<file path="src/hw/rtl/ilid_pkg.sv">
// Package for the indexed list core: field widths, operation and status codes,
// controller states and the control word broadcast along the row of cells.
// Depends on nothing; imported by every other file of the block.
`default_nettype none

package ilid_pkg;

    localparam int CAPACITY_DEF = 64;
    localparam int OP_W         = 3;
    localparam int POS_W        = 8;
    localparam int VAL_W        = 32;
    localparam int ST_W         = 2;
    localparam int LEN_W        = 9;
    localparam int GROUP_SIZE   = 16;

    localparam int IN_BITS  = OP_W + POS_W + VAL_W;
    localparam int OUT_BITS = VAL_W + ST_W + LEN_W;
    localparam int IN_TDATA_W  = ((IN_BITS + 7) / 8) * 8;
    localparam int OUT_TDATA_W = ((OUT_BITS + 7) / 8) * 8;

    localparam logic [VAL_W-1:0] NO_VALUE = '1;

    typedef enum logic [OP_W-1:0] {
        OP_READ      = 3'd0,
        OP_INS_FRONT = 3'd1,
        OP_INS_END   = 3'd2,
        OP_INS_POS   = 3'd3,
        OP_DELETE    = 3'd4
    } op_t;

    typedef enum logic [ST_W-1:0] {
        ST_DONE  = 2'd0,
        ST_RANGE = 2'd1,
        ST_FULL  = 2'd2
    } status_t;

    typedef enum logic [1:0] {
        S_IDLE,
        S_EXEC,
        S_GATHER
    } state_t;

    typedef struct packed {
        logic             ins;
        logic             del;
        logic [POS_W-1:0] pos;
        logic [VAL_W-1:0] value;
    } cell_ctrl_t;

    typedef struct packed {
        logic             read_ok;
        status_t          status;
        logic [LEN_W-1:0] length;
    } res_meta_t;

endpackage : ilid_pkg

`default_nettype wire

</file>
<file path="src/hw/rtl/ilid_ctrl.sv">
// Request controller: takes a word, decides status and length, drives the
// cell row and sequences the read gather. Depends on ilid_pkg.
`default_nettype none

module ilid_ctrl
    import ilid_pkg::*;
#(
    parameter int CAPACITY = CAPACITY_DEF
)
(
    input  wire logic             clk,
    input  wire logic             rst_n,
    input  wire logic             in_valid,
    output logic                  in_ready,
    input  wire logic [OP_W-1:0]  in_op,
    input  wire logic [POS_W-1:0] in_pos,
    input  wire logic [VAL_W-1:0] in_value,
    input  wire logic             out_free,
    output cell_ctrl_t            cell_ctrl,
    output logic                  gather_en,
    output logic                  out_load,
    output res_meta_t             meta
);

    localparam int CNT_W = $clog2(CAPACITY + 1);

    state_t           state_reg;
    state_t           state_next;
    logic [OP_W-1:0]  op_reg;
    logic [POS_W-1:0] pos_reg;
    logic [VAL_W-1:0] val_reg;
    logic [CNT_W-1:0] count_reg;
    logic [CNT_W-1:0] count_next;
    res_meta_t        meta_reg;
    res_meta_t        meta_next;

    logic             full;
    logic             do_ins;
    logic             do_del;
    logic [POS_W-1:0] ins_pos;
    logic [LEN_W-1:0] pos_ext;
    logic [LEN_W-1:0] count_ext;

    assign full      = (count_reg == CNT_W'(CAPACITY));
    assign pos_ext   = LEN_W'(pos_reg);
    assign count_ext = LEN_W'(count_reg);

    always_comb
    begin
        state_next = state_reg;
        case (state_reg)
            S_IDLE:
            begin
                if (in_valid)
                begin
                    state_next = S_EXEC;
                end
            end
            S_EXEC:
            begin
                state_next = S_GATHER;
            end
            S_GATHER:
            begin
                if (out_free)
                begin
                    state_next = S_IDLE;
                end
            end
            default:
            begin
                state_next = S_IDLE;
            end
        endcase
    end

    always_comb
    begin
        in_ready  = 1'b0;
        gather_en = 1'b0;
        out_load  = 1'b0;
        case (state_reg)
            S_IDLE:
            begin
                in_ready = 1'b1;
            end
            S_EXEC:
            begin
                gather_en = 1'b1;
            end
            S_GATHER:
            begin
                out_load = out_free;
            end
            default:
            begin
                in_ready = 1'b0;
            end
        endcase
    end

    always_comb
    begin
        do_ins            = 1'b0;
        do_del            = 1'b0;
        ins_pos           = pos_reg;
        meta_next.read_ok = 1'b0;
        meta_next.status  = ST_DONE;
        case (op_t'(op_reg))
            OP_READ:
            begin
                if (pos_ext < count_ext)
                begin
                    meta_next.read_ok = 1'b1;
                end
                else
                begin
                    meta_next.status = ST_RANGE;
                end
            end
            OP_INS_FRONT:
            begin
                ins_pos = '0;
                if (full)
                begin
                    meta_next.status = ST_FULL;
                end
                else
                begin
                    do_ins = 1'b1;
                end
            end
            OP_INS_END:
            begin
                ins_pos = POS_W'(count_reg);
                if (full)
                begin
                    meta_next.status = ST_FULL;
                end
                else
                begin
                    do_ins = 1'b1;
                end
            end
            OP_INS_POS:
            begin
                if (pos_ext > count_ext)
                begin
                    meta_next.status = ST_RANGE;
                end
                else if (full)
                begin
                    meta_next.status = ST_FULL;
                end
                else
                begin
                    do_ins = 1'b1;
                end
            end
            OP_DELETE:
            begin
                if (pos_ext >= count_ext)
                begin
                    meta_next.status = ST_RANGE;
                end
                else
                begin
                    do_del = 1'b1;
                end
            end
            default:
            begin
                meta_next.status = ST_RANGE;
            end
        endcase

        count_next = count_reg;
        if (gather_en && do_ins)
        begin
            count_next = count_reg + CNT_W'(1);
        end
        else if (gather_en && do_del)
        begin
            count_next = count_reg - CNT_W'(1);
        end
        meta_next.length = LEN_W'(count_next);
    end

    always_ff @(posedge clk or negedge rst_n)
    begin
        if (!rst_n)
        begin
            state_reg <= S_IDLE;
            count_reg <= '0;
        end
        else
        begin
            state_reg <= state_next;
            count_reg <= count_next;
        end
    end

    always_ff @(posedge clk)
    begin
        if (in_valid && in_ready)
        begin
            op_reg  <= in_op;
            pos_reg <= in_pos;
            val_reg <= in_value;
        end
        if (gather_en)
        begin
            meta_reg <= meta_next;
        end
    end

    assign cell_ctrl.ins   = gather_en && do_ins;
    assign cell_ctrl.del   = gather_en && do_del;
    assign cell_ctrl.pos   = ins_pos;
    assign cell_ctrl.value = val_reg;
    assign meta            = meta_reg;

    a_count_bound: assert property (@(posedge clk) disable iff (!rst_n)
        count_reg <= CNT_W'(CAPACITY))
        else $error("entry count beyond capacity");

    a_one_cmd: assert property (@(posedge clk) disable iff (!rst_n)
        !(cell_ctrl.ins && cell_ctrl.del))
        else $error("insert and delete together");

    a_cmd_in_exec: assert property (@(posedge clk) disable iff (!rst_n)
        (cell_ctrl.ins || cell_ctrl.del) |-> state_reg == S_EXEC)
        else $error("cell command outside execute");

    a_exec_then_gather: assert property (@(posedge clk) disable iff (!rst_n)
        state_reg == S_EXEC |=> state_reg == S_GATHER)
        else $error("execute not followed by gather");

    a_count_moves: assert property (@(posedge clk) disable iff (!rst_n)
        (count_reg != $past(count_reg)) |-> $past(state_reg) == S_EXEC)
        else $error("count changed outside execute");

endmodule : ilid_ctrl

`default_nettype wire

</file>
<file path="config.mk">
export PLATFORM = sky130hd
export DESIGN_NAME = ilid_ctrl
export DESIGN_NICKNAME = d
export VERILOG_FILES = /design/src/hw/rtl/ilid_pkg.sv /design/src/hw/rtl/ilid_ctrl.sv
export SDC_FILE = /design/constraint.sdc
export NUM_CORES = 1
export LEC_CHECK = 0
export BUFFER_PORTS_ARGS = -buffer_cell sky130_fd_sc_hd__buf_4
export CAP_MARGIN = 0
export CELL_PAD_IN_SITES_DETAIL_PLACEMENT = 2
export CELL_PAD_IN_SITES_GLOBAL_PLACEMENT = 2
export CORE_UTILIZATION = 33
export DETAILED_ROUTE_END_ITERATION = 7
export MAX_ROUTING_LAYER = met4
export PLACE_DENSITY = 0.82
export SLEW_MARGIN = 10
export SYNTH_ARGS = -nofsm -noshare
export SYNTH_HDL_FRONTEND = slang
export SYNTH_SLANG_ARGS = --single-unit
</file>
<file path="constraint.sdc">
create_clock -name clk -period 5.56 [get_ports clk]
set_input_delay 0.278 -clock clk [delete_from_list [all_inputs] [get_ports clk]]
set_output_delay 0.278 -clock clk [all_outputs]
set_load 0.01 [all_outputs]
</file>
Word-level counts from Yosys, hierarchy flattened

Cells that the tools add are included.

Register bits after elaboration: 62
Bits of input ports: 47
Word-level logic and storage cells: 49

Add/subtract/negate cells: 2
$lt $le $gt $ge: 3
Equal/unequal tests: 9
Muxes and demuxes: 20
Reduce and logical (&&, ||, !) cells: 7

Operator list:

| kind                  | count |
|---|---|
| $pmux W8 S2           | 1 |
| $mux W7               | 2 |
| $mux W1               | 10 |
| $ge A8 B7 Y1          | 1 |
| $gt A8 B7 Y1          | 1 |
| $lt A8 B7 Y1          | 1 |
| $mux W2               | 4 |
| $pmux W2 S4           | 1 |
| $add A7 B1 Y7 const B | 1 |
| $eq A7 B7 Y1 const B  | 1 |
| $sub A7 B1 Y7 const B | 1 |
| $eq A3 B2 Y1 const B  | 2 |
| $pmux W2 S3           | 1 |
| $ne A2 B2 Y1 const B  | 2 |
| $eq A3 B1 Y1 const B  | 1 |
| $eq A3 B3 Y1 const B  | 1 |
| $logic_and A1 B1 Y1   | 3 |
| $logic_not A3 Y1      | 1 |
| $eq A2 B1 Y1 const B  | 1 |
| $eq A2 B2 Y1 const B  | 1 |
| $logic_not A2 Y1      | 1 |
| $pmux W1 S2           | 1 |
| $reduce_and A2 Y1     | 1 |
| $reduce_or A2 Y1      | 1 |

Logic depth before layout (Yosys ltp)

Depth after elaboration: 6
Depth in mapped cells: 9

Worst setup path after synthesis

Ideal clock, no wire load.

Path kind: register to register
Start: register count_reg[4]
End: register meta_reg (netlist bit meta[2]), data pin
Setup time: 263 ps
Arrival: 2,021 ps
Slack: 3,276 ps
Stages on the path, launching flop included: 10
Cells stage by stage: dfrtp_1 clkbuf_1 inv_1 ha_1 nand4b_1 o211a_1 a211oi_4 nor2_2 a22oi_2 xnor2_1

RTL lines:

| item                   | RTL line         | source |
|---|---|---|
| start, declared        | ilid_ctrl.sv:32  | `logic [CNT_W-1:0] count_reg;` |
| start signal, assigned | ilid_ctrl.sv:199 | `count_reg <= count_next;` |
| end signal, assigned   | ilid_ctrl.sv:213 | `meta_reg <= meta_next;` |
| end, declared          | ilid_ctrl.sv:34  | `res_meta_t meta_reg;` |

==> impl_results.md <==
- Clock power frac: 23.1%
- FMAX: around 0.33 GHz
- Final Hold Viols: 0
- Rows: 32
- Mapped Cells: 180
- Final Net Count: 344
- Setup Fix Bufs, Post-CTS: 0
- Non-filler cells, final: 395
- Via Count: 2007
- DR WL met2: 4650 µm
- Critical path required time: between 5 and 6 ns
- # DRC: 0
- Switching share of power: 36.5%
- Warnings, synthesis: 0
- Initial Utilization: 34.0%
- Initial antenna violation count: 0
- Worst vdd rail ir drop: roughly 0.19 mV
- Share of layout cells above drive strength 1: 42.7%
- Final cycle utilization of the critical path: 53.9%
- Vias in the first global route: 2351
- WP data arrival: 2.72 ns
- Endpoint class of the critical path: output pin
- All-Layer GR Usage: 23.4%
- Pint: 1.10 mW
- Worst r2r src: count_reg[6]$_DFF_PN0_
- Logic pwr share: about 33%
- GPL Wtd Cong: 0.826
- Port Buffer Count: 101
- DRC marker count from the first detailed-route iteration: 97
- Mean Syn Cell Area: 14.5 µm²
- Reg2Reg Setup Slack: 2.72 ns
- R2R depth: 7
- Net Sw Power: 0.631 mW
- Top Metal Used: met4
- Die width: 90.9 µm
- WL/cell: 22.7 µm
- Wl on met1: 3370 µm
- Seq. cell area: 1820 µm²
- Ys async rst share: 14.5%
- CTS resizes: 0
- CP max FO: 9
- Part of the Yosys area used for sequential elements: 69.6%
- Setup TNS: 0 ns
- WS Path Type: reg -> out
- Status: complete, no violations
- Synthesis-to-layout area growth: 40.7%
- DP Area: 3470 µm²
- P_leak: approximately 1.5 nW
- Reg-to-reg endpoint: meta[5]$_DFFE_PP_
- Max FFs per register: 32
- Number of synthesized flops with an enable pin: 53
- Max-cap check violation count: 0
- Top Ports: 104
- Post-CTS Hold Fix Bufs: 1
- Worst Hold Class: in -> reg
- Post-route clock skew: 0.0172 ns
- Clk_lat worst skew: 0.34 ns
- CTS Buf Count: 9
- RSZ-0062 raised after global routing: no
- Post-route ant nets: 0
- 1st-pass router iterations: 4
- Fill cells: about 770
- Chip height: 90.9 µm
- Max H-tree Level: 3
- Antenna fix cells: 0
- Area of the multi-input gates: 727 µm²
- Total chip power: 1.73 mW
- Crit path launch: count_reg[6]$_DFF_PN0_
- Vias/cell: 5.08
- Library cells used by synthesis: 36
- Fin area: about 3700 µm²
- Minimum clock period: 3.00 ns
- Max Buffers Root-to-Sink: 2
- Final setup violation count: 0
- Worst Tran Pin Value: 0.998 ns
- First-pass GRT wire length: roughly 14000 µm
- Total gr overflow: 0
- Largest net degree at the start of global routing: 44
- Yosys reg bits: 62
- Reg power frac: between 40 and 50%
- Post-synth top flop: edfxtp_1
- Pwr Density: 470 nW/µm²
- TritonCTS clock tree: built
- Hold Worst Slack: roughly 0.11 ns
- Metal3 WL: slightly below 800 µm
- Detailed Route WL: 8950 µm
- Critical Path Sink: cell_ctrl[40]
- Slew Viols, Final: 0
- Final HPWL from detailed placement: 5630 µm
- Setup crit start kind: register
- Core box area: just under 8000 µm²
- Clock-pin slew on the worst setup and hold paths: 0.08 ns
- Slew headroom: 33.4%
- Clk sinks: 62
- Synth Cell Area: 2610 µm²
- Placed Cells: 378
- CTS root buffer: clkbuf_8
- Die footprint: 8270 µm²
==> worst max-delay path, cell delays in order (launching register included) <==
cell      delay [ns]
dfrtp_1         0.44
inv_1           0.08
ha_1            0.35
a211oi_1        0.49
nand2_1         0.17
nor4_4          0.61
buf_4           0.23
==> placed cells by master (no fill, tap or decap), drive strengths merged, types with 5 or more instances in the layout <==
cell / Yosys / final
nor3: 5 / 5
xnor2: 7 / 7
dfrtp: 9 / 9
nor2: 11 / 11
clkinv: 0 / 5
o21ai: 10 / 10
nand2: 13 / 13
buf: 2 / 101
a22oi: 6 / 6
edfxtp: 53 / 53
ha: 9 / 9
inv: 11 / 11
clkbuf: 4 / 10
==> cells by family (layout without fill, tap and decap cells) <==
family / Yosys count / in the layout / share of synthesized area [%]
AND/OR/NAND/NOR: 51 / 51 / 10.9
AO/OA/AOI/OAI: 32 / 32 / 9.59
flip-flops: 62 / 62 / 69.6
other: 1 / 2 / 0.144
XOR/XNOR: 7 / 7 / 2.35
multiplexers: 1 / 1 / 0.384
adder cells (fa/ha/maj): 9 / 9 / 4.31
buffers and inverters: 17 / 129 / 2.73
==> Yosys cell counts, drive strengths merged (2+ instances only) <==
cell | n | area, µm²
a211oi | 3 | 35.0
a21oi | 3 | 15.0
a22oi | 6 | 50.1
a31oi | 4 | 25.0
and2 | 2 | 12.5
buf | 2 | 15.0
clkbuf | 4 | 15.0
dfrtp | 9 | 225
edfxtp | 53 | 1590
ha | 9 | 113
inv | 11 | 41.3
nand2 | 13 | 48.8
nand2b | 3 | 18.8
nand3 | 4 | 20.0
nand4 | 4 | 25.0
nor2 | 11 | 43.8
nor3 | 5 | 25.0
nor3b | 3 | 22.5
nor4 | 3 | 33.8
o21ai | 10 | 50.1
xnor2 | 7 | 61.3
==> metrics by stage <==
step	setup slack [ns]	utilization, %
global route	2.47	47.8
detailed placement	2.99	45.1
floorplan	3.28	-
CTS	2.57	47.8
global placement	3.06	45.1
finish	2.56	47.8
==> power groups by stage <==
stage,Clock (mW),Combinational [mW],Sequential [mW]
2_1_floorplan,0,0.282,0.747
3_3_place_gp,0,0.531,0.741
3_5_place_dp,0,0.557,0.749
4_1_cts,0.409,0.583,0.753
5_1_grt,0.429,0.617,0.762
6_report,0.399,0.577,0.751
==> routing by layer <==
| metal | track usage [%] | vias up |
|---|---|---|
| li1 | - | 888 |
| met1 | 24.3 | 1008 |
| met2 | 40.1 | 98 |
| met3 | 10.4 | 13 |
| met4 | 6.48 | 0 |
| met5 | - | - |
==> cell type report <==
cell class | instances | area share [%]
multi-input cells | 102 | 19.8
clock buffers | 10 | 3.48
clock inverters | 6 | 1.70
flip-flops and latches | 62 | 49.5
well taps | 102 | 3.48
repair buffers | 102 | 20.9
inverters | 11 | 1.12
==> worst min-delay path by stage <==
stage               slack [ns]    startpoint  cells past startpoint                     end
finish                    0.11   in_value[4]                      1    val_reg[4]$_DFFE_PP_
CTS                       0.09  in_value[29]                      1   val_reg[29]$_DFFE_PP_
floorplan                -0.02         rst_n                      0  count_reg[0]$_DFF_PN0_
global placement          0.12         rst_n                      1  count_reg[0]$_DFF_PN0_
global route              0.08  in_value[29]                      1   val_reg[29]$_DFFE_PP_
detailed placement        0.11         rst_n                      1  count_reg[0]$_DFF_PN0_
Power figures use the tool's default switching activity.
