<file path="src/hw/rtl/ilid_pkg.sv">
// Package for the indexed list core: field widths, operation and status codes,
// controller states and the control word broadcast along the row of cells.
// Depends on nothing; imported by every other file of the block.
`default_nettype none

package ilid_pkg;

    localparam int CAPACITY_DEF = 64;
    localparam int OP_W         = 3;
    localparam int POS_W        = 8;
    localparam int VAL_W        = 32;
    localparam int ST_W         = 2;
    localparam int LEN_W        = 9;
    localparam int GROUP_SIZE   = 16;

    localparam int IN_BITS  = OP_W + POS_W + VAL_W;
    localparam int OUT_BITS = VAL_W + ST_W + LEN_W;
    localparam int IN_TDATA_W  = ((IN_BITS + 7) / 8) * 8;
    localparam int OUT_TDATA_W = ((OUT_BITS + 7) / 8) * 8;

    localparam logic [VAL_W-1:0] NO_VALUE = '1;

    typedef enum logic [OP_W-1:0] {
        OP_READ      = 3'd0,
        OP_INS_FRONT = 3'd1,
        OP_INS_END   = 3'd2,
        OP_INS_POS   = 3'd3,
        OP_DELETE    = 3'd4
    } op_t;

    typedef enum logic [ST_W-1:0] {
        ST_DONE  = 2'd0,
        ST_RANGE = 2'd1,
        ST_FULL  = 2'd2
    } status_t;

    typedef enum logic [1:0] {
        S_IDLE,
        S_EXEC,
        S_GATHER
    } state_t;

    typedef struct packed {
        logic             ins;
        logic             del;
        logic [POS_W-1:0] pos;
        logic [VAL_W-1:0] value;
    } cell_ctrl_t;

    typedef struct packed {
        logic             read_ok;
        status_t          status;
        logic [LEN_W-1:0] length;
    } res_meta_t;

endpackage : ilid_pkg

`default_nettype wire

</file>
<file path="src/hw/rtl/ilid_cell.sv">
// One list cell: holds one entry and takes the word of either neighbour or a
// new value on insert/delete. Depends on ilid_pkg.
`default_nettype none

module ilid_cell
    import ilid_pkg::*;
#(
    parameter int INDEX = 0
)
(
    input  wire logic             clk,
    input  wire cell_ctrl_t       ctrl,
    input  wire logic [VAL_W-1:0] left_val,
    input  wire logic [VAL_W-1:0] right_val,
    output logic      [VAL_W-1:0] value,
    output logic      [VAL_W-1:0] rd_val
);

    localparam logic [POS_W-1:0] IDX = POS_W'(INDEX);

    logic [VAL_W-1:0] value_reg;
    logic [VAL_W-1:0] value_next;

    always_comb
    begin
        value_next = value_reg;
        if (ctrl.ins)
        begin
            if (IDX > ctrl.pos)
            begin
                value_next = left_val;
            end
            else if (IDX == ctrl.pos)
            begin
                value_next = ctrl.value;
            end
        end
        else if (ctrl.del)
        begin
            if (IDX >= ctrl.pos)
            begin
                value_next = right_val;
            end
        end
    end

    always_ff @(posedge clk)
    begin
        value_reg <= value_next;
    end

    assign value  = value_reg;
    assign rd_val = (IDX == ctrl.pos) ? value_reg : '0;

endmodule : ilid_cell

`default_nettype wire

</file>
<file path="config.mk">
export PLATFORM = sky130hd
export DESIGN_NAME = ilid_cell
export DESIGN_NICKNAME = d
export VERILOG_FILES = /design/src/hw/rtl/ilid_pkg.sv /design/src/hw/rtl/ilid_cell.sv
export SDC_FILE = /design/constraint.sdc
export NUM_CORES = 1
export LEC_CHECK = 0
export ABC_AREA = 0
export ABC_CLOCK_PERIOD_IN_PS = 4600
export BUFFER_PORTS_ARGS = -buffer_cell sky130_fd_sc_hd__buf_2
export CAP_MARGIN = 5
export CORE_ASPECT_RATIO = 0.75
export CORE_MARGIN = 3
export CORE_UTILIZATION = 39
export CTS_BUF_LIST = sky130_fd_sc_hd__clkbuf_8
export DETAILED_ROUTE_END_ITERATION = 10
export PLACE_DENSITY = 0.89
export SLEW_MARGIN = 25
export SYNTH_ARGS = -nofsm -noshare
export SYNTH_HDL_FRONTEND = slang
export SYNTH_SLANG_ARGS = --single-unit
export TNS_END_PERCENT = 20
</file>
<file path="constraint.sdc">
create_clock -name clk -period 4.6 [get_ports clk]
set_input_delay 0.46 -clock clk [delete_from_list [all_inputs] [get_ports clk]]
set_output_delay 0.46 -clock clk [all_outputs]
set_load 0.02 [all_outputs]
</file>
---- Word level (Yosys, flattened, before mapping) ----
Cells that the tools add are included.
word-level totals
  output and inout bits ................... 64
  ROM bits ................................ 0
  register bits after elaboration ......... 32
  logic and storage cells ................. 14
  input port bits ......................... 107
  bits in writable memories ............... 0
  latch bits .............................. 0
  memories ................................ 0
operators by class
  bitwise logic cells ..................... 0
  div/mod/pow operators ................... 0
  $lt $le $gt $ge ......................... 2
  eq/ne operators ......................... 1
  reduce and logical (&&, ||, !) cells .... 4
  mux-type cells .......................... 6
  multiply operators ...................... 0
  shift operators ......................... 0
  $add $sub $neg .......................... 0
operator list
  cell                  count
  $mux W32              6
  $ge A1 B8 Y1 const A  1
  $gt A1 B8 Y1 const A  1
  $logic_not A8 Y1      1
  $reduce_bool A2 Y1    2
  $ne A3 B1 Y1 const B  1
  $reduce_and A3 Y1     1

---- Logic depth before layout (Yosys ltp) ----
Gate-level depths: netlist of the first run.
  depth in word-level cells ............... 4
  gate-level depth with buffers ........... 4
  gate-level depth less buffers ........... 2

---- Least setup slack after synthesis of the first run ----
Ideal clock, no wire load.
  kind .................................... in2reg
  from .................................... input ctrl[33] in the netlist's numbering
  to ...................................... register value_reg[0], in the netlist value[0] (enable)
  library setup time ...................... 0.461 ns
  path buffers ............................ 1
  stages on the path ...................... 3
  data required time ...................... 4.139 ns
  arrival time ............................ 3.383 ns
  setup slack ............................. 0.756 ns
  cell sequence ........................... or4_4 > buf_6 > nor3_1
between the ends
  longest elaborated chain between the ends .. 3
  elaborated cells between the ends (all ways) .. 6
  those cells by class .................... 2 x order compare; 1 x eq/ne; 3 x reduce/logical
RTL lines
  item                                                                        line             source
  start, declared                                                             ilid_cell.sv:12  input wire cell_ctrl_t ctrl,
  $gt A1 B8 Y1, or another cell as far along                                  ilid_cell.sv:29  if (IDX > ctrl.pos)
  $ne A3 B1 Y1 (no source line) / $reduce_bool A2 Y1 (equally long branches)  n/a
  $reduce_and A3 Y1 (no source line) (*)                                      n/a
  end signal, assigned                                                        ilid_cell.sv:49  value_reg <= value_next;
  end, declared                                                               ilid_cell.sv:21  logic [VAL_W-1:0] value_reg;
Mark *: on every way between the ends. The rest lies on a longest branch, timed or not.
A chain may end at the register's enable or synchronous reset.

---- Worst setup path after layout of the first run ----
  from .................................... input ctrl[39] in the netlist's numbering
  to ...................................... output rd_val[0]
between the ends
  longest elaborated chain between the ends .. 2
RTL lines
  item              line             source
  $logic_not A8 Y1  ilid_cell.sv:53  assign rd_val = (IDX == ctrl.pos) ? value_reg : '0;
  $mux W32          ilid_cell.sv:53
  end, declared     ilid_cell.sv:16  output logic [VAL_W-1:0] rd_val
No other way between the ends.

==> results of run 1 <==
-- cell type report --
class / count / share of cell area (%)
Sequential cell: 32 / 36.3
Timing Repair Buffer: 140 / 26.7
Multi-Input combinational cell: 68 / 26.6
Inverter: 32 / 4.54
Tap cell: 57 / 2.70
Clock buffer: 5 / 2.60
Clock inverter: 3 / 0.520
-- power by group through the flow --
stage	clock network (W)	logic (W)	registers, W
2_1_floorplan	0	0.0000403	0.000332
3_3_place_gp	0	0.0000698	0.000331
3_5_place_dp	0	0.0000725	0.000331
4_1_cts	0.000210	0.0000729	0.000324
5_1_grt	0.000222	0.0000792	0.000324
6_report	0.000198	0.0000719	0.000324
-- critical path, cell delays in order --
cell	delay (ns)
sky130_fd_sc_hd__buf_2	0.09
sky130_fd_sc_hd__or4_2	1.12
sky130_fd_sc_hd__nor3_1	0.27
sky130_fd_sc_hd__buf_2	0.20
-- routing by layer --
layer	track usage, %	part of all wire (%)	vias to the layer above
li1	-	-	760
met1	16.6	36	710
met2	29.4	53	75
met3	6.23	11	2
met4	3.50	0.43	0
met5	0	0	-
-- how the worst min path moves through the flow --
stage / from / end / slack, ns
CTS: right_val[3] / value[3]$_DFFE_PP_ / 0.47
detailed placement: right_val[3] / value[3]$_DFFE_PP_ / 0.76
global placement: right_val[3] / value[3]$_DFFE_PP_ / 0.76
global route: ctrl[6] / value[6]$_DFFE_PP_ / 0.47
finish: ctrl[3] / value[3]$_DFFE_PP_ / 0.48
floorplan: right_val[0] / value[0]$_DFFE_PP_ / 0.68
-- placed cells by master, fill, tap and decap left out, drive strengths merged --
cell and n:
buf 140, clkinv 3, edfxtp 32, nor2 1, mux2 32, clkbuf 5
or4 2, nor3 33, inv 32
-- cells by family (layout without fill, tap and decap cells) --
group	count (synthesis)	after routing	synth area share, %
flops	32	32	50.7
buf+inv	44	180	12.5
mux	32	32	19.0
simple gates	36	36	17.8
-- cells in the mapped netlist --
| library cell | number | area [um^2] |
|---|---|---|
| sky130_fd_sc_hd__nor2_1 | 1 | 3.75 |
| sky130_fd_sc_hd__or4_4 | 1 | 11.3 |
| sky130_fd_sc_hd__clkbuf_1 | 2 | 7.51 |
| sky130_fd_sc_hd__buf_6 | 1 | 11.3 |
| sky130_fd_sc_hd__or4_1 | 1 | 7.51 |
| sky130_fd_sc_hd__inv_1 | 32 | 120 |
| sky130_fd_sc_hd__edfxtp_1 | 32 | 961 |
| sky130_fd_sc_hd__nor3_2 | 30 | 300 |
| sky130_fd_sc_hd__buf_12 | 3 | 60.1 |
| sky130_fd_sc_hd__mux2_2 | 32 | 360 |
| sky130_fd_sc_hd__nor3_1 | 3 | 15.0 |
| sky130_fd_sc_hd__buf_2 | 3 | 15.0 |
| sky130_fd_sc_hd__buf_4 | 3 | 22.5 |
-- through the flow --
step	utilization, %	area (um^2)	worst slack, ns
2_1_floorplan	-	1900	0.756
6_report	57.9	2650	1.99
4_1_cts	57.9	2650	1.97
5_1_grt	57.9	2650	1.90
3_5_place_dp	56.0	2560	1.97
3_3_place_gp	56.0	2560	1.99
==> results.py, run 1 <==
metrics = {
    "clock_network": {
        "cts_resized": 0,
        "h-tree-depth": 2,
        "max-clock-path-buffers": 2,
        "post-cts-setup-buffer-count": 0,
        "worst_setup_hold_path_clk_slew_ns": 0.07,
        "tritoncts": "built",
        "cts-buffers-inserted": 5,
        "root_buffer": "sky130_fd_sc_hd__clkbuf_8",
        "cts_sinks": 32,
        "ctsHoldBuffers": 0,
    },
    "worst_setup_path": {
        "timing.setup.critical_path_class": "in2out",
        "worst-endpoint-required_ns": 4.14,
        "cp-start-kind": "primary input",
        "worstSetupEndpointType": "primary output",
        "cp-startpoint": "ctrl[39]",
        "worst-endpoint-arrival_ns": 2.15,
        "crit_path_end": "rd_val[0]",
        "crit_fanout": 33,
    },
    "timing": {
        "hold_violations": 0,
        "max_freq_mhz": 383,
        "grt_setup_unrepaired": "false",
        "whs_ns": 0.485,
        "period_needed_ns": 2.61,
        "worst-slew-pin-transition_ns": 0.950,
        "finalSetupViolCount": 0,
        "crit_share_post_route_pct": 56.8,
        "final.setup.tns_ns": 0,
        "drv_slew": 0,
        "slew_headroom_pct": 36.7,
    },
    "drt": {
        "number_of_nets_still_failing_antenna_checks_after_routing": 0,
        "wl_per_cell_um": 13.2,
        "drt_iter0_drc": 36,
        "drt_wl_total_um": 4460,
        "drc": 0,
        "routed-via-count": 1547,
        "via_per_inst": 4.59,
        "drt_first_pass_iters": 4,
    },
    "floorplan": {
        "dieArea_mm2": 0.00574,
        "die_width_um": 86.5,
        "initial_utilization_pct": 41.5,
        "std_cell_rows": 21,
        "num_io_pins": 171,
        "die_y_um": 66.4,
        "core_area_mm2": 0.00457,
    },
    "place": {
        "routabilityCongestion": 0.724,
        "placed_cells_incl_taps": 329,
        "detailed_place_hpwl_um": 3430,
        "port-buffer-count": 138,
    },
    "cells_and_area": {
        "instances_no_fill": 337,
        "num_antenna_cells": 0,
        "drive_gt1_share_pct": 75.7,
        "multi_input_comb_area_um2": 704,
        "syn_to_final_growth_pct": 39.5,
        "num-nets-final": 386,
        "number_of_flip_flops_in_the_largest_register": 32,
        "register_area_um2": 961,
        "fillCellCount": 402,
    },
    "power": {
        "seqPwrFrac_pct": 54.6,
        "p_clk_share_pct": 33.3,
        "power_switching_share_pct": 20.9,
        "power_w": 0.000594,
        "power.internal_w": 0.000470,
        "netSwitchingPower_w": 0.000124,
        "comb_power_share_pct": 12.1,
        "cell_leakage_power_nw": 1.26,
        "power_per_cell_area_mw_per_mm2": 225,
        "irDropWorstVdd_mv": 0.139,
    },
    "outcome": {
        "outcome": "finished, final reports clean",
    },
    "logic_synthesis": {
        "synthesis.instances": 144,
        "synth.avg_cell_area_um2": 13.2,
        "mappedNetlistNets": 251,
        "synth_seq_cells": 32,
        "ys_types": 13,
        "netlist_area_mm2": 0.00190,
        "yosysSeqAreaShare_pct": 50.7,
        "synth.yosys.warnings": 0,
    },
    "global_routing": {
        "grt_remaining_overflow": 0,
        "grt_antenna_before_repair": 0,
        "first_global_vias": 1566,
        "grt_first_pass_wirelength_um": 7010,
        "grt_max_degree": 34,
        "gr-usage-all-layers_pct": 15.7,
    },
    "job": {
        "max_cap_viol_count": 0,
    },
    "min_path": {
        "hold_path_class": "in2reg",
        "worst_hold_path.num_cells": 2,
    },
}
No activity file was read; power rests on OpenSTA's default activity.
==> run 2, diff against run 1 <==
- ABC_CLOCK_PERIOD_IN_PS: 4600 -> 2400
- CORE_UTILIZATION: 39 -> 35
- PLACE_DENSITY: 0.89 -> 0.85
- clock period: 4.6 -> 2.4 ns (I/O delays scaled with it)
==> run 2 against run 1 <==
Effect of this change:
- first-iteration DRC count grew 44%
- final area is 2.3% higher
- utilization is 4.4 points lower
- via count rose by 2.3%
- cell count rose by 5.9%
- count of clock-buffer cells in the layout is the same
- routed wire length up 4.5%
- clock power increased by 88%
- critical endpoint unchanged
- flip-flop and latch count unchanged
- total power grew 91%
==> results.py, run 2 (synthesis gave the netlist of run 1 again) <==
metrics = {
    "clock_network": {
        "h-tree-depth": 2,
        "root_buffer": "sky130_fd_sc_hd__clkbuf_8",
        "post-cts-setup-buffer-count": 0,
        "cts_sinks": 32,
        "cts_resized": 0,
        "cts-buffers-inserted": 5,
        "worst_setup_hold_path_clk_slew_ns": 0.06,
        "tritoncts": "built",
        "max-clock-path-buffers": 2,
        "ctsHoldBuffers": 0,
    },
    "timing": {
        "final.setup.tns_ns": 0,
        "worst-slew-pin-transition_ns": 0.477,
        "max_freq_mhz": 503,
        "period_needed_ns": 1.99,
        "slew_headroom_pct": 68.2,
        "whs_ns": 0.267,
        "hold_violations": 0,
        "finalSetupViolCount": 0,
        "drv_slew": 0,
        "grt_setup_unrepaired": "false",
        "crit_share_post_route_pct": 82.8,
    },
    "drt": {
        "wl_per_cell_um": 13.0,
        "drt_iter0_drc": 52,
        "drt_wl_total_um": 4660,
        "number_of_nets_still_failing_antenna_checks_after_routing": 0,
        "drc": 0,
        "via_per_inst": 4.43,
        "routed-via-count": 1583,
        "drt_first_pass_iters": 4,
    },
    "global_routing": {
        "grt_antenna_before_repair": 0,
        "grt_max_degree": 24,
        "grt_remaining_overflow": 0,
        "first_global_vias": 1647,
        "grt_first_pass_wirelength_um": 7490,
        "gr-usage-all-layers_pct": 14.5,
    },
    "floorplan": {
        "die_y_um": 69.7,
        "core_area_mm2": 0.00506,
        "die_width_um": 91.0,
        "dieArea_mm2": 0.00634,
        "num_io_pins": 171,
        "initial_utilization_pct": 37.4,
        "std_cell_rows": 22,
    },
    "min_path": {
        "hold_path_class": "in2reg",
    },
    "worst_setup_path": {
        "worstSetupEndpointType": "primary output",
        "worst-endpoint-arrival_ns": 1.75,
        "timing.setup.critical_path_class": "in2out",
        "crit_fanout": 23,
        "cp-start-kind": "primary input",
        "worst-endpoint-required_ns": 2.16,
    },
    "power": {
        "power_per_cell_area_mw_per_mm2": 420,
        "cell_leakage_power_nw": 1.29,
        "irDropWorstVdd_mv": 0.200,
    },
    "place": {
        "detailed_place_hpwl_um": 3720,
        "routabilityCongestion": 0.747,
        "port-buffer-count": 138,
    },
    "outcome": {
        "outcome": "finished, final reports clean",
    },
    "cells_and_area": {
        "layout.cells.most_common_list": "138 x sky130_fd_sc_hd__buf_2, 34 x sky130_fd_sc_hd__inv_1, 32 x sky130_fd_sc_hd__mux2_2, 32 x sky130_fd_sc_hd__edfxtp_1, 30 x sky130_fd_sc_hd__nor3_2",
        "drive_gt1_share_pct": 75.4,
        "syn_to_final_growth_pct": 42.7,
        "layout_commonest_cell": "sky130_fd_sc_hd__buf_2",
        "number_of_flip_flops_in_the_largest_register": 32,
        "num-nets-final": 391,
        "num_antenna_cells": 0,
    },
    "job": {
        "max_cap_viol_count": 0,
    },
}
## run 2: path summary, 6_finish.rpt
check	from	slack, ns	to	cells past startpoint
setup / recovery	ctrl[39]	0.41	rd_val[0]	5
hold / removal	ctrl[0]	0.27	value[0]$_DFFE_PP_	2
## run 2: final cells by class
class | instances | area (um^2)
flip-flops and latches | 32 | 961
inverters | 32 | 120
multi-input cells | 68 | 711
repair buffers | 145 | 743
clock inverters | 3 | 11.3
well taps | 72 | 90.1
clock buffers | 5 | 68.8
fillers | 482 | 2360
## run 2: per-layer routing
| layer | part of all wire [%] | routed length [um] | vias up | GRT usage, % |
|---|---|---|---|---|
| met2 | 52 | 2400 | 72 | 26.2 |
| met4 | 0.86 | 40 | 0 | 4.68 |
| met3 | 8.9 | 416 | 4 | 5.10 |
| li1 | - | - | 771 | - |
| met1 | 39 | 1800 | 736 | 15.7 |
| met5 | 0 | 0 | - | 0 |
## run 2: power by group
part           total (W)  internal (W)  switching [W]
Sequential      0.000622      0.000621    0.000000697
Clock           0.000372      0.000193       0.000179
Combinational   0.000143     0.0000863      0.0000565
Total            0.00114      0.000900       0.000236
## run 2: through the flow
stage	std cells	util (%)	setup WS, ns	cell area [um^2]	power (W)
after CTS	357	53.4	0.421	2710	0.00116
final	357	53.4	0.412	2710	0.00114
after detailed placement	349	51.8	0.424	2630	0.000778
after global routing	357	53.4	0.285	2710	0.00120
after global placement	349	51.8	0.452	2630	0.000773
after floorplan	144	-	0.220	1910	0.000714
## run 2: critical path, stage by stage
cell,delay (ns)
sky130_fd_sc_hd__buf_2,0.09
sky130_fd_sc_hd__or4_2,0.73
sky130_fd_sc_hd__buf_4,0.29
sky130_fd_sc_hd__nor3_1,0.19
sky130_fd_sc_hd__buf_2,0.20
